==> src/assert_macros.svh <==
// Assertion macros shared by the buffer controller modules.
// Included by the files that check their own logic; no other dependencies.
`ifndef ASSERT_MACROS_SVH
`define ASSERT_MACROS_SVH
`ifndef SYNTH
`define HDUB_ASSERT(lbl, clk, rst_n, prop, msg) \
  lbl: assert property (@(posedge clk) disable iff (!rst_n) prop) else $error(msg);
`define HDUB_NEVER(lbl, clk, rst_n, cond, msg) \
  lbl: assert property (@(posedge clk) disable iff (!rst_n) !(cond)) else $error(msg);
`else
`define HDUB_ASSERT(lbl, clk, rst_n, prop, msg)
`define HDUB_NEVER(lbl, clk, rst_n, cond, msg)
`endif
`endif

==> src/hdub_pkg.sv <==
// Types, codes and helper functions of the half-duplex UART buffer controller.
// No dependencies; used by every module of the block.
package hdub_pkg;

  localparam int unsigned InBytes  = 1;
  localparam int unsigned OutWidth = 24;

  typedef enum logic [1:0] {
    OP_WRITE = 2'd0,
    OP_READ  = 2'd1,
    OP_START = 2'd2,
    OP_SHIFT = 2'd3
  } hdub_op_e;

  typedef enum logic [1:0] {
    LD_NONE   = 2'd0,
    LD_START  = 2'd1,
    LD_FIRST  = 2'd2,
    LD_SECOND = 2'd3
  } hdub_load_e;

  typedef enum logic [1:0] {
    ST_IDLE   = 2'b01,
    ST_FINISH = 2'b10
  } hdub_state_e;

  localparam logic [7:0] StartLoad  = 8'hFF;
  localparam logic [7:0] FirstMark  = 8'h80;
  localparam logic [7:0] SecondMark = 8'h07;

  // Commands from the controller to the datapath.
  typedef struct packed {
    logic exec;    // an item is transferred in this cycle
    logic finish;  // move the result into the output register
  } hdub_cmd_t;

  // Status from the datapath to the controller.
  typedef struct packed {
    logic out_free;  // output register is empty or being drained
  } hdub_status_t;

  function automatic logic [7:0] rev8(input logic [7:0] v);
    logic [7:0] x;
    x = ((v >> 1) & 8'h55) | ((v << 1) & 8'haa);
    x = ((x >> 2) & 8'h33) | ((x << 2) & 8'hcc);
    x = ((x >> 4) & 8'h0f) | ((x << 4) & 8'hf0);
    return x;
  endfunction

endpackage

==> src/hdub_ctrl.sv <==
// Controller state machine of the half-duplex UART buffer controller.
// Depends on hdub_pkg and assert_macros.svh.
`include "assert_macros.svh"
module hdub_ctrl (
  input  logic                  clk_i,
  input  logic                  rst_ni,
  input  logic                  in_valid_i,
  output logic                  in_ready_o,
  input  hdub_pkg::hdub_status_t status_i,
  output hdub_pkg::hdub_cmd_t    cmd_o
);

  hdub_pkg::hdub_state_e state_q, state_d;

  assign in_ready_o = (state_q == hdub_pkg::ST_IDLE);

  always_comb begin
    state_d       = state_q;
    cmd_o.exec    = 1'b0;
    cmd_o.finish  = 1'b0;
    unique case (state_q)
      hdub_pkg::ST_IDLE: begin
        if (in_valid_i) begin
          cmd_o.exec = 1'b1;
          state_d    = hdub_pkg::ST_FINISH;
        end
      end
      hdub_pkg::ST_FINISH: begin
        if (status_i.out_free) begin
          cmd_o.finish = 1'b1;
          state_d      = hdub_pkg::ST_IDLE;
        end
      end
      default: state_d = hdub_pkg::ST_IDLE;
    endcase
  end

  always_ff @(posedge clk_i or negedge rst_ni) begin
    if (!rst_ni) begin
      state_q <= hdub_pkg::ST_IDLE;
    end else begin
      state_q <= state_d;
    end
  end

  `HDUB_ASSERT(a_exec_then_finish, clk_i, rst_ni, cmd_o.exec |=> !in_ready_o, "item taken while busy")
  `HDUB_NEVER(a_exec_finish_excl, clk_i, rst_ni, cmd_o.exec && cmd_o.finish, "exec with finish")
  `HDUB_ASSERT(a_state_onehot, clk_i, rst_ni, $onehot(state_q), "state not one-hot")

endmodule

==> src/hdub_dp.sv <==
// Datapath of the half-duplex UART buffer controller: rings, pointers,
// mode flags and the output register. Depends on hdub_pkg and assert_macros.svh.
`include "assert_macros.svh"
module hdub_dp #(
  parameter int unsigned TX_DEPTH = 16,
  parameter int unsigned RX_DEPTH = 16
) (
  input  logic                   clk_i,
  input  logic                   rst_ni,
  input  hdub_pkg::hdub_cmd_t     cmd_i,
  output hdub_pkg::hdub_status_t  status_o,
  input  logic [1:0]             opcode_i,
  input  logic [7:0]             data_in_i,
  output logic                   out_valid_o,
  input  logic                   out_ready_i,
  output logic [hdub_pkg::OutWidth-1:0] out_data_o
);

  localparam int unsigned TPW = $clog2(TX_DEPTH);
  localparam int unsigned RPW = $clog2(RX_DEPTH);
  localparam logic [TPW-1:0] TxLast = TPW'(TX_DEPTH - 1);
  localparam logic [RPW-1:0] RxLast = RPW'(RX_DEPTH - 1);

  logic [7:0] tx_mem [TX_DEPTH];
  logic [7:0] rx_mem [RX_DEPTH];
  logic [7:0] tx_rd_data_q, rx_rd_data_q;

  logic [TPW-1:0] tx_wr_q, tx_wr_d, tx_rd_q, tx_rd_d, tx_wr_nx, tx_rd_nx;
  logic [RPW-1:0] rx_wr_q, rx_wr_d, rx_rd_q, rx_rd_d, rx_wr_nx, rx_rd_nx;
  logic sending_q, sending_d, second_q, second_d, receiving_q, receiving_d;
  logic overflow_q, overflow_d, pending_q, pending_d;
  logic [7:0] cur_byte_q;

  logic tx_we, tx_re, rx_we, rx_re;
  logic res_wacc_d, res_wacc_q, res_rvalid_d, res_rvalid_q, res_rel_d, res_rel_q;
  hdub_pkg::hdub_load_e res_ld_d, res_ld_q;
  hdub_pkg::hdub_op_e op;

  logic out_valid_q;
  logic [hdub_pkg::OutWidth-1:0] out_data_q;
  logic [7:0] popped_byte, load_value;

  assign op       = hdub_pkg::hdub_op_e'(opcode_i);
  assign tx_wr_nx = (tx_wr_q == TxLast) ? '0 : tx_wr_q + 1'b1;
  assign tx_rd_nx = (tx_rd_q == TxLast) ? '0 : tx_rd_q + 1'b1;
  assign rx_wr_nx = (rx_wr_q == RxLast) ? '0 : rx_wr_q + 1'b1;
  assign rx_rd_nx = (rx_rd_q == RxLast) ? '0 : rx_rd_q + 1'b1;

  // State update of one item; only committed when the item is transferred.
  always_comb begin
    tx_wr_d = tx_wr_q;  tx_rd_d = tx_rd_q;
    rx_wr_d = rx_wr_q;  rx_rd_d = rx_rd_q;
    sending_d = sending_q;  second_d = second_q;  receiving_d = receiving_q;
    overflow_d = overflow_q;  pending_d = pending_q;
    tx_we = 1'b0;  tx_re = 1'b0;  rx_we = 1'b0;  rx_re = 1'b0;
    res_wacc_d = 1'b0;  res_rvalid_d = 1'b0;  res_rel_d = 1'b0;
    res_ld_d = hdub_pkg::LD_NONE;
    unique case (op)
      hdub_pkg::OP_WRITE: begin
        if (tx_wr_nx != tx_rd_q) begin
          tx_we      = 1'b1;
          tx_wr_d    = tx_wr_nx;
          res_wacc_d = 1'b1;
          if (!sending_q) begin
            if (receiving_q) begin
              pending_d = 1'b1;
            end else begin
              sending_d = 1'b1;
              pending_d = 1'b0;
              res_ld_d  = hdub_pkg::LD_START;
            end
          end
        end
      end
      hdub_pkg::OP_READ: begin
        if (rx_wr_q != rx_rd_q) begin
          rx_re        = 1'b1;
          rx_rd_d      = rx_rd_nx;
          res_rvalid_d = 1'b1;
        end
      end
      hdub_pkg::OP_START: begin
        if (!sending_q) receiving_d = 1'b1;
      end
      hdub_pkg::OP_SHIFT: begin
        if (sending_q) begin
          if (second_q) begin
            second_d = 1'b0;
            res_ld_d = hdub_pkg::LD_SECOND;
          end else if (tx_wr_q != tx_rd_q) begin
            tx_re    = 1'b1;
            tx_rd_d  = tx_rd_nx;
            second_d = 1'b1;
            res_ld_d = hdub_pkg::LD_FIRST;
          end else begin
            sending_d = 1'b0;
            res_rel_d = 1'b1;
          end
        end else begin
          // End of a reception: store the byte unless the ring is full.
          receiving_d = 1'b0;
          if (rx_wr_nx == rx_rd_q) begin
            overflow_d = 1'b1;
          end else begin
            rx_we   = 1'b1;
            rx_wr_d = rx_wr_nx;
          end
          if (pending_q) begin
            sending_d = 1'b1;
            pending_d = 1'b0;
            res_ld_d  = hdub_pkg::LD_START;
          end
        end
      end
      default: ;
    endcase
  end

  always_ff @(posedge clk_i) begin
    if (cmd_i.exec && tx_we) tx_mem[tx_wr_nx] <= hdub_pkg::rev8(data_in_i);
    if (cmd_i.exec && tx_re) tx_rd_data_q <= tx_mem[tx_rd_nx];
  end

  always_ff @(posedge clk_i) begin
    if (cmd_i.exec && rx_we) rx_mem[rx_wr_nx] <= data_in_i;
    if (cmd_i.exec && rx_re) rx_rd_data_q <= rx_mem[rx_rd_nx];
  end

  always_ff @(posedge clk_i or negedge rst_ni) begin
    if (!rst_ni) begin
      tx_wr_q <= '0;  tx_rd_q <= '0;  rx_wr_q <= '0;  rx_rd_q <= '0;
      sending_q <= 1'b0;  second_q <= 1'b0;  receiving_q <= 1'b0;
      overflow_q <= 1'b0;  pending_q <= 1'b0;
      res_wacc_q <= 1'b0;  res_rvalid_q <= 1'b0;  res_rel_q <= 1'b0;
      res_ld_q <= hdub_pkg::LD_NONE;
      cur_byte_q <= '0;
    end else begin
      if (cmd_i.exec) begin
        tx_wr_q <= tx_wr_d;  tx_rd_q <= tx_rd_d;
        rx_wr_q <= rx_wr_d;  rx_rd_q <= rx_rd_d;
        sending_q <= sending_d;  second_q <= second_d;  receiving_q <= receiving_d;
        overflow_q <= overflow_d;  pending_q <= pending_d;
        res_wacc_q <= res_wacc_d;  res_rvalid_q <= res_rvalid_d;
        res_rel_q <= res_rel_d;  res_ld_q <= res_ld_d;
      end
      // The byte fetched for a first half is kept for the second half.
      if (cmd_i.finish && res_ld_q == hdub_pkg::LD_FIRST) cur_byte_q <= tx_rd_data_q;
    end
  end

  assign popped_byte = res_rvalid_q ? hdub_pkg::rev8(rx_rd_data_q) : 8'h00;

  always_comb begin
    unique case (res_ld_q)
      hdub_pkg::LD_NONE:   load_value = 8'h00;
      hdub_pkg::LD_START:  load_value = hdub_pkg::StartLoad;
      hdub_pkg::LD_FIRST:  load_value = (tx_rd_data_q >> 2) | hdub_pkg::FirstMark;
      hdub_pkg::LD_SECOND: load_value = (cur_byte_q << 3) | hdub_pkg::SecondMark;
      default:             load_value = 8'h00;
    endcase
  end

  assign status_o.out_free = !out_valid_q || out_ready_i;

  always_ff @(posedge clk_i or negedge rst_ni) begin
    if (!rst_ni) begin
      out_valid_q <= 1'b0;
    end else if (cmd_i.finish) begin
      out_valid_q <= 1'b1;
    end else if (out_ready_i) begin
      out_valid_q <= 1'b0;
    end
  end

  always_ff @(posedge clk_i) begin
    if (cmd_i.finish) begin
      out_data_q <= {(rx_wr_q != rx_rd_q), overflow_q, receiving_q, sending_q,
                     res_rel_q, load_value, (res_ld_q != hdub_pkg::LD_NONE),
                     popped_byte, res_rvalid_q, res_wacc_q};
    end
  end

  assign out_valid_o = out_valid_q;
  assign out_data_o  = out_data_q;

  `HDUB_NEVER(a_half_duplex, clk_i, rst_ni, sending_q && receiving_q, "send and receive at once")
  `HDUB_ASSERT(a_pending_rx, clk_i, rst_ni, pending_q |-> receiving_q, "pending without reception")
  `HDUB_ASSERT(a_second_tx, clk_i, rst_ni, second_q |-> sending_q, "second half while not sending")
  `HDUB_ASSERT(a_ovf_sticky, clk_i, rst_ni, overflow_q |=> overflow_q, "overflow flag cleared")

endmodule

==> src/half_duplex_uart_buffer_ctrl.sv <==
// Top level of the half-duplex UART buffer controller.
// Instantiates hdub_ctrl and hdub_dp; depends on hdub_pkg.
//
// Channel   Dir  Handshake                      Payload
// s_axis    in   s_axis_tvalid_i/tready_o       tuser opcode, tdata data_in
// m_axis    out  m_axis_tvalid_o/tready_i       tdata result fields
//
// For each item, the transfer cycle (IDLE) updates pointers and flags and issues
// the ring read, then the FINISH state moves the registered read data into the
// output register. One item is at work at a time.
// Reset clears pointers and flags at once; ring contents need no clearing.
// A result held in the output register stalls only the FINISH state of the
// following item.
module half_duplex_uart_buffer_ctrl #(
  parameter int unsigned TX_DEPTH = 16,
  parameter int unsigned RX_DEPTH = 16
) (
  input  logic        clk_i,
  input  logic        rst_ni,
  input  logic        s_axis_tvalid_i,
  output logic        s_axis_tready_o,
  // [7:0] data_in
  input  logic [hdub_pkg::InBytes*8-1:0] s_axis_tdata_i,
  // [1:0] opcode
  input  logic [1:0]  s_axis_tuser_i,
  output logic        m_axis_tvalid_o,
  input  logic        m_axis_tready_i,
  // [0] write_accepted, [1] read_valid, [9:2] popped_byte, [10] load_valid,
  // [18:11] load_value, [19] line_released, [20] sending_now,
  // [21] receiving_now, [22] rx_overflowed, [23] rx_available
  output logic [hdub_pkg::OutWidth-1:0] m_axis_tdata_o
);

  hdub_pkg::hdub_cmd_t    cmd;
  hdub_pkg::hdub_status_t status;

  hdub_ctrl u_ctrl (
    .clk_i      (clk_i),
    .rst_ni     (rst_ni),
    .in_valid_i (s_axis_tvalid_i),
    .in_ready_o (s_axis_tready_o),
    .status_i   (status),
    .cmd_o      (cmd)
  );

  hdub_dp #(
    .TX_DEPTH (TX_DEPTH),
    .RX_DEPTH (RX_DEPTH)
  ) u_dp (
    .clk_i       (clk_i),
    .rst_ni      (rst_ni),
    .cmd_i       (cmd),
    .status_o    (status),
    .opcode_i    (s_axis_tuser_i),
    .data_in_i   (s_axis_tdata_i[7:0]),
    .out_valid_o (m_axis_tvalid_o),
    .out_ready_i (m_axis_tready_i),
    .out_data_o  (m_axis_tdata_o)
  );

endmodule
==> config.mk <==
export PLATFORM = sky130hd
export DESIGN_NAME = half_duplex_uart_buffer_ctrl
export DESIGN_NICKNAME = d
export VERILOG_FILES = /design/src/hdub_pkg.sv /design/src/hdub_ctrl.sv /design/src/hdub_dp.sv /design/src/half_duplex_uart_buffer_ctrl.sv
export VERILOG_INCLUDE_DIRS = /design/src /design/src/src
export SDC_FILE = /design/constraint.sdc
export NUM_CORES = 1
export LEC_CHECK = 0
export BUFFER_PORTS_ARGS = -buffer_cell sky130_fd_sc_hd__buf_2
export CAP_MARGIN = 20
export CORE_MARGIN = 1.5
export CORE_UTILIZATION = 40
export CTS_CLUSTER_DIAMETER = 60
export CTS_CLUSTER_SIZE = 10
export DETAILED_ROUTE_END_ITERATION = 8
export SLEW_MARGIN = 20
export SYNTH_ARGS = -nofsm -noshare
export SYNTH_HDL_FRONTEND = slang
export SYNTH_SLANG_ARGS = --single-unit
==> constraint.sdc <==
create_clock -name clk_i -period 5.64 [get_ports clk_i]
set_input_delay 1.128 -clock clk_i [delete_from_list [all_inputs] [get_ports clk_i]]
set_output_delay 1.128 -clock clk_i [all_outputs]
set_load 0.005 [all_outputs]
# After elaboration in Yosys (flattened, before gate mapping)
# Memory sizes are Yosys's and may differ from the RTL's. A register that Yosys moved wholly into a read port is not among the register bits.
# Cells that the tools add are included.
# classes
add_sub_neg	4
n_eq_ne	22
muxes	55
n_bitwise	9
n_reduce_logical	23
# op_table
op	count
1-bit 2-to-1 mux	38
8-bit one-hot mux with 4 select lines	1
4-bit by 1-bit adder with 4-bit output, second input constant	4
4-bit equality test, second input constant	4
4-bit 2-to-1 mux	4
4-bit by 8-bit bitwise OR with 8-bit output	2
6-bit by 8-bit bitwise OR with 8-bit output	2
7-bit by 8-bit bitwise OR with 8-bit output	2
2-bit 2-to-1 mux	7
4-bit inequality test	3
3-bit AND reduction	4
4-bit AND reduction	3
2-bit equality test, second input constant	5
2-bit inequality test, second input constant	5
5-bit AND reduction	2
2-bit one-hot mux with 2 select lines	2
2-bit nonzero test	4
2-bit by 1-bit equality test with 1-bit output, second input constant	3
1-bit one-hot mux with 2 select lines	3
1-bit logical AND	5
4-bit equality test	1
2-bit logical NOT	2
1-bit NOT	3
2-bit by 1-bit inequality test with 1-bit output, second input constant	1
other kinds (3)	3
# word_totals
regBits	58
ram_bits	256
inputBits	14
word_cells	133
memories	2
# mem_list
memory	words	word_bits	rd	rd_clocked_by_memory_dff	write_ports	line_no	text
u_dp.rx_mem	16	8	1	1	1	hdub_dp.sv:25	logic [7:0] rx_mem [RX_DEPTH];
u_dp.tx_mem	16	8	1	1	1	hdub_dp.sv:24	logic [7:0] tx_mem [TX_DEPTH];

# Logic depth before layout (Yosys ltp)
# logic_depth
word_depth	9
depth_mapped	9
ltp_nobuf	7

# Hierarchy
# Synthesis repeated with hierarchy kept, for this count alone.
# unflattened
cells_unflattened	807
hier_area_um2	13519.2
# by_module_without_submodules
mod	n_inst	cells_per_inst	area_per_inst_um2	seq_area_each_um2
hdub_dp	1	799	13427.9	9689.3
hdub_ctrl	1	8	91.3	51.3

# Worst setup path before layout
# No wires, ideal clock.
# synth_path
kind	input to register
start	input port s_axis_tuser_i[0]
end	memory u_dp.tx_mem[10][0] (enable)
setup_ps	383
arrival_ps	2494
setup_slack_ps	2763
cell_stages	5
n_path_buf	1
cell_sequence	inv_1 > ha_1 > clkbuf_1 > o311ai_0 > nor3_1
# synth_between
elab_chain_cells	5
# synth_rtl
element	line_no	text
start, declared	half_duplex_uart_buffer_ctrl.sv:25	input logic [1:0] s_axis_tuser_i,
2-bit logical NOT	hdub_dp.sv:58	unique case (op)
1-bit 2-to-1 mux	hdub_dp.sv:58	
1-bit logical AND	hdub_dp.sv:120	if (cmd_i.exec && tx_we) tx_mem[tx_wr_nx] <= hdub_pkg::rev8(data_in_i);
1-bit 2-to-1 mux	hdub_dp.sv:120	
1-bit 2-to-1 mux (not written as such)	hdub_dp.sv:120	
end, declared	hdub_dp.sv:24	
# Every way passes these cells.

# Worst setup path after layout
# layout_path
start	register u_dp.tx_rd_q[0]
end	register u_dp.tx_rd_data_q[3] (read register of u_dp.tx_mem), data pin
# layout_between
elab_chain_cells	6
# layout_rtl
element	line_no	text
start, declared	hdub_dp.sv:28	logic [TPW-1:0] tx_wr_q, tx_wr_d, tx_rd_q, tx_rd_d, tx_wr_nx, tx_rd_nx;
start signal, assigned	hdub_dp.sv:139	tx_wr_q <= tx_wr_d; tx_rd_q <= tx_rd_d;
4-bit inequality test	hdub_dp.sv:90	end else if (tx_wr_q != tx_rd_q) begin
1-bit 2-to-1 mux	hdub_dp.sv:90	
1-bit 2-to-1 mux	hdub_dp.sv:87	if (second_q) begin
1-bit 2-to-1 mux	hdub_dp.sv:86	if (sending_q) begin
1-bit 2-to-1 mux	hdub_dp.sv:58	
1-bit logical AND	hdub_dp.sv:121	if (cmd_i.exec && tx_re) tx_rd_data_q <= tx_mem[tx_rd_nx];
end, declared	hdub_dp.sv:26	logic [7:0] tx_rd_data_q, rx_rd_data_q;
# Parallel ways exist; a longest one is shown, timed or not.
# A chain may end at the register's enable or synchronous reset.

==> results.md <==
| Stage | Parameter | Value |
|---|---|---|
| run status | Outcome | complete, no violations |
| sta | Final sum of negative setup slack | 0 ns |
| synthesis | Mapped Area | 0.01379 sq mm |
| die | Initial cell density of the core | 0.4092 |
| worst setup path | Capturing point of the worst reg2reg path | u_dp.tx_rd_data_q[3]$_DFFE_PP_ |
| worst setup path | Required time at the endpoint of the critical path | 5.87 ns |
| place | Routability congestion estimate | 0.8479 |
| sta | Setup clock skew after layout | 0.02372 ns |
| sta | Worst hold-check slack | 0.4596 ns |
| grt | Gr usage total | 0.1689 |
| cells and area | Multi-input gate area | 0.003801 sq mm |
| synthesis | Number of enable flip-flop cells after synthesis | 296 |
| worst setup path | Critical R2R Launch | u_dp.tx_rd_q[0]$_DFFE_PN0P_ |
| sta | Maximum clock frequency | 293.5 MHz |
| synthesis | Area share of xor/xnor cells in the synthesized design | 0.01388 |
| min path | Startpoint of the worst hold path | u_dp.res_wacc_q$_DFFE_PN0P_ |
| synthesis | Fraction of the mapped netlist area in simple logic gates | 0.09862 |
| sta | Hold violation total from the final report | 0 |
| drt | Detailed router's first-iteration violation count | 800 |
| clock tree | Clock root buffer master | sky130_fd_sc_hd__clkbuf_16 |
| drt | Via count | 7851 |
| synthesis | Area fraction in compound gates after synthesis | 0.07494 |
| clock tree | Count of clock tree sinks | 330 |
| sta | Worst rel slew slack | 0.3484 |
| worst setup path | Critical setup path kind | register to register |
| synthesis | Largest family of logic cells by synthesized area | simple AND/OR/NAND/NOR gates |
| power | Power density relative to cell area | 491.6 mW/mm^2 |
| grt | Global-route wire length before repair | 45.89 mm |
| clock tree | Clock insertion delay at the later pin of the skew report | 0.53 ns |
| place | IO buf count | 39 |
| sta | Unrepaired setup endpoints after global routing | no |
| grt | Total congestion overflow | 0 |
| sta | Final clock period utilization by the worst path | 0.6040 |
| sta | Number of endpoints failing setup at the final stage | 0 |
| min path | Number of stages on the worst hold path | 0 |
| worst setup path | Type of element capturing the critical path | register |
| grt | Number of antenna violations at the first check in global routing | 0 |
| worst setup path | Kind of launch point of the worst setup path | register |
| power | Max IR drop VDD | 0.2328 mV |
| clock tree | TritonCTS buffer count | 40 |
| worst setup path | Arrival time of data at the critical path endpoint | 3.64 ns |
| die | Horizontal extent of the die | 188.7 um |
| synthesis | Share of synthesized registers carrying an async set or reset | 0.1030 |
| drt | Routed wire length per instance | 20.92 um |
| grt | Vias in the first global route | 7669 |
| synthesis | Most used flip-flop cell after synthesis | sky130_fd_sc_hd__edfxtp_1 |
| clock tree | Bufs on Longest Clock Path | 3 |
| die | Std-Cell Core Area | 0.03370 sq mm |
| synthesis | Instance count of the mapped netlist | 920 |
| cells and area | Layout overhead on the synthesized area | 12.86% |
| synthesis | Average size of a mapped cell | 14.99 sq um |
| die | Floorplan die height | 188.7 um |
| synthesis | Yosys top cell by area | sky130_fd_sc_hd__edfxtp_1 |
| synthesis | Count of distinct cell types in the synthesized netlist | 65 |
| drt | Detailed-router iteration count before antenna repair | 5 |
| synthesis | Fraction of the yosys area taken by sequential cells | 0.7063 |
| worst setup path | Maximum fanout along the worst path | 26 |
| sta | Slew Viols, Final | 0 |
| cells and area | Total of fill cells in the finished design | 2914 |
| synthesis | Number of nets produced by synthesis | 950 |
| worst setup path | Depth of the most critical reg-to-reg path | 6 |
| min path | Endpoint of the worst hold path | u_dp.out_data_o[0]$_DFFE_PP_ |
| min path | Path category of the worst min-delay check | register to register |
| cells and area | Most frequent cells in the layout | 296 x sky130_fd_sc_hd__edfxtp_1, 87 x sky130_fd_sc_hd__nand2_1, 44 x sky130_fd_sc_hd__nor2_1, 42 x sky130_fd_sc_hd__clkbuf_16, 39 x sky130_fd_sc_hd__buf_2 |
| drt | Total wire length | 29.77 mm |
| synthesis | Flip-flop and latch count after synthesis | 330 |
| synthesis | Multiplexer fraction of the synthesized cell area | 0.07104 |
| clock tree | Gates resized, CTS repair | 0 |
| cells and area | Layout net count | 991 |
| drt | Post-detailed-route DRC marker count | 0 |
| die | Die Footprint | 0.03560 sq mm |
| cells and area | Fraction of layout cells with a size suffix above 1 | 0.1692 |
| job | Max-cap check violation count | 0 |
| clock tree | TritonCTS clock tree | yes |
| clock tree | Clock slew at the register clock pins of the worst setup and hold paths | 0.06 ns |
| synthesis | Count of yosys warnings during synthesis | 0 |
| cells and area | Most common library cell in the layout ignoring fill and taps | sky130_fd_sc_hd__edfxtp_1 |
| place | Post-DP HPWL | 18.53 mm |
| sta | Slew at the pin closest to its max-slew limit | 0.9774 ns |
| cells and area | Count of inserted antenna diode cells | 0 |
| die | Top-level port count | 40 |
| synthesis | Adder-cell share of the synthesized area | 0.01452 |
| clock tree | Count of hold buffers inserted by post-cts repair | 0 |
| synthesis | Area share of the leading cell type in the synthesized netlist | 0.6445 |
| cells and area | FF+latch area | 0.009741 sq mm |
| clock tree | Max H-tree Level | 2 |
| grt | Pin count of the biggest net entering global routing | 60 |
| worst setup path | Setup crit start | u_dp.tx_rd_q[0]$_DFFE_PN0P_ |
| sta | Tmin final | 3.407 ns |
| drt | Antenna Violating Nets Remaining | 0 |
| power | LEAKAGE | 0.005283 uW |
| clock tree | # Post-CTS Setup Buffers | 0 |
| synthesis | Leading post-synthesis cells by cell area | sky130_fd_sc_hd__edfxtp_1 64%, sky130_fd_sc_hd__dfrtp_1 6.0%, sky130_fd_sc_hd__mux4_2 4.2% |
| worst setup path | Register-to-Register Setup Slack | 2.23 ns |
| drt | Vias per inst | 5.517 |
| die | Standard-cell row count | 67 |
==> metrics by stage <==
step | cells | utilization | setup slack (ns) | power, uW | cell area [sq um]
floorplan | 920 | - | 2.763 | 4676 | 13790
global placement | 1367 | 0.4277 | 2.137 | 5395 | 14420
detailed placement | 1367 | 0.4277 | 2.031 | 5402 | 14420
CTS | 1423 | 0.4611 | 2.209 | 7671 | 15540
global route | 1423 | 0.4618 | 2.017 | 8007 | 15560
finish | 1423 | 0.4618 | 2.233 | 7652 | 15560
==> per-layer routing <==
layer | vias up | global-route usage | part of all wire
met5 | - | 0 | 0
li1 | 3587 | - | -
met2 | 264 | 0.2590 | 0.46
met4 | 0 | 0.04670 | 0.017
met3 | 42 | 0.02477 | 0.059
met1 | 3958 | 0.2511 | 0.47
==> report_power, final <==
| part | internal (uW) | switching (uW) | total, uW |
|---|---|---|---|
| clock | 1350 | 912 | 2260 |
| combinational | 901 | 1490 | 2390 |
| sequential | 2850 | 149 | 3000 |
| total | 5100 | 2550 | 7650 |
==> how the worst max path moves through the flow <==
stage,end,cells after the start
final,u_dp.tx_rd_data_q[3]$_DFFE_PP_,6
after global routing,u_dp.tx_rd_data_q[3]$_DFFE_PP_,6
after CTS,u_dp.tx_rd_data_q[3]$_DFFE_PP_,6
after detailed placement,u_dp.rx_mem[0][5]$_DFFE_PP_,6
after global placement,u_dp.rx_mem[0][3]$_DFFE_PP_,6
after floorplan,u_dp.tx_mem[10][0]$_DFFE_PP_,5
==> synth_stat cells, types with 2 or more instances <==
cell                        count
sky130_fd_sc_hd__xor2_1         3
sky130_fd_sc_hd__a31oi_1       16
sky130_fd_sc_hd__buf_2         15
sky130_fd_sc_hd__o2111ai_1      5
sky130_fd_sc_hd__inv_1         18
sky130_fd_sc_hd__o311ai_0       5
sky130_fd_sc_hd__a311oi_1       3
sky130_fd_sc_hd__o22ai_1       15
sky130_fd_sc_hd__nand2b_1      12
sky130_fd_sc_hd__o211ai_1      19
sky130_fd_sc_hd__or2_2          4
sky130_fd_sc_hd__and3_1         4
sky130_fd_sc_hd__dfrtp_1       33
sky130_fd_sc_hd__nand3b_1       2
sky130_fd_sc_hd__nand2_1       87
sky130_fd_sc_hd__a211oi_1       9
sky130_fd_sc_hd__a22oi_1        8
sky130_fd_sc_hd__nor4b_1        3
sky130_fd_sc_hd__a21oi_1       18
sky130_fd_sc_hd__and2_1        29
sky130_fd_sc_hd__or3_1          4
sky130_fd_sc_hd__buf_1          3
sky130_fd_sc_hd__ha_1          16
sky130_fd_sc_hd__nor2b_1       22
sky130_fd_sc_hd__a311o_1        3
sky130_fd_sc_hd__xnor2_1       17
sky130_fd_sc_hd__mux4_2        26
sky130_fd_sc_hd__nand4_1        4
sky130_fd_sc_hd__clkbuf_1      30
sky130_fd_sc_hd__a21o_1         6
sky130_fd_sc_hd__and4b_1        4
sky130_fd_sc_hd__o21ai_0       30
sky130_fd_sc_hd__mux2_2        27
sky130_fd_sc_hd__nand3_1       21
sky130_fd_sc_hd__nor3_1        21
sky130_fd_sc_hd__mux2i_1        9
sky130_fd_sc_hd__edfxtp_1     296
sky130_fd_sc_hd__nor2_1        45
sky130_fd_sc_hd__a31o_2         2
==> kinds of logic after synthesis <==
group	after synthesis
adders and majority gates	16
muxes	62
and+or+nand+nor	270
buffers and inverters	68
DFF	330
xor gates and xnor gates	21
AOI/OAI and AO/OA	153
==> state kept, by name, summed over array words and instances (netlist names), 2 cells and up <==
name / flops
u_dp.rx_mem: 128
u_dp.tx_mem: 128
u_dp.out_data_o: 24
u_dp.rx_rd_data_q: 8
u_dp.tx_rd_data_q: 8
u_dp.cur_byte_q: 5
u_dp.rx_rd_q: 4
u_dp.rx_wr_q: 4
u_dp.tx_rd_q: 4
u_dp.tx_wr_q: 4
u_ctrl.state_q: 2
u_dp.res_ld_q: 2
==> final cells by class <==
cell class / instances / area share
clock buffers: 54 / 0.07107
well taps: 448 / 0.03602
clock inverters: 2 / 0.001125
multi-input cells: 522 / 0.2442
flip-flops and latches: 330 / 0.6259
inverters: 18 / 0.004341
repair buffers: 49 / 0.01736
==> critical path, cell delays in order (launching register included) <==
cell,delay (ns)
sky130_fd_sc_hd__dfrtp_1,0.32
sky130_fd_sc_hd__buf_4,0.29
sky130_fd_sc_hd__ha_1,0.49
sky130_fd_sc_hd__a31o_2,0.78
sky130_fd_sc_hd__mux4_2,0.61
sky130_fd_sc_hd__a22oi_1,0.36
sky130_fd_sc_hd__o311ai_0,0.24
Note: power is estimated with default switching activity, not from simulation.
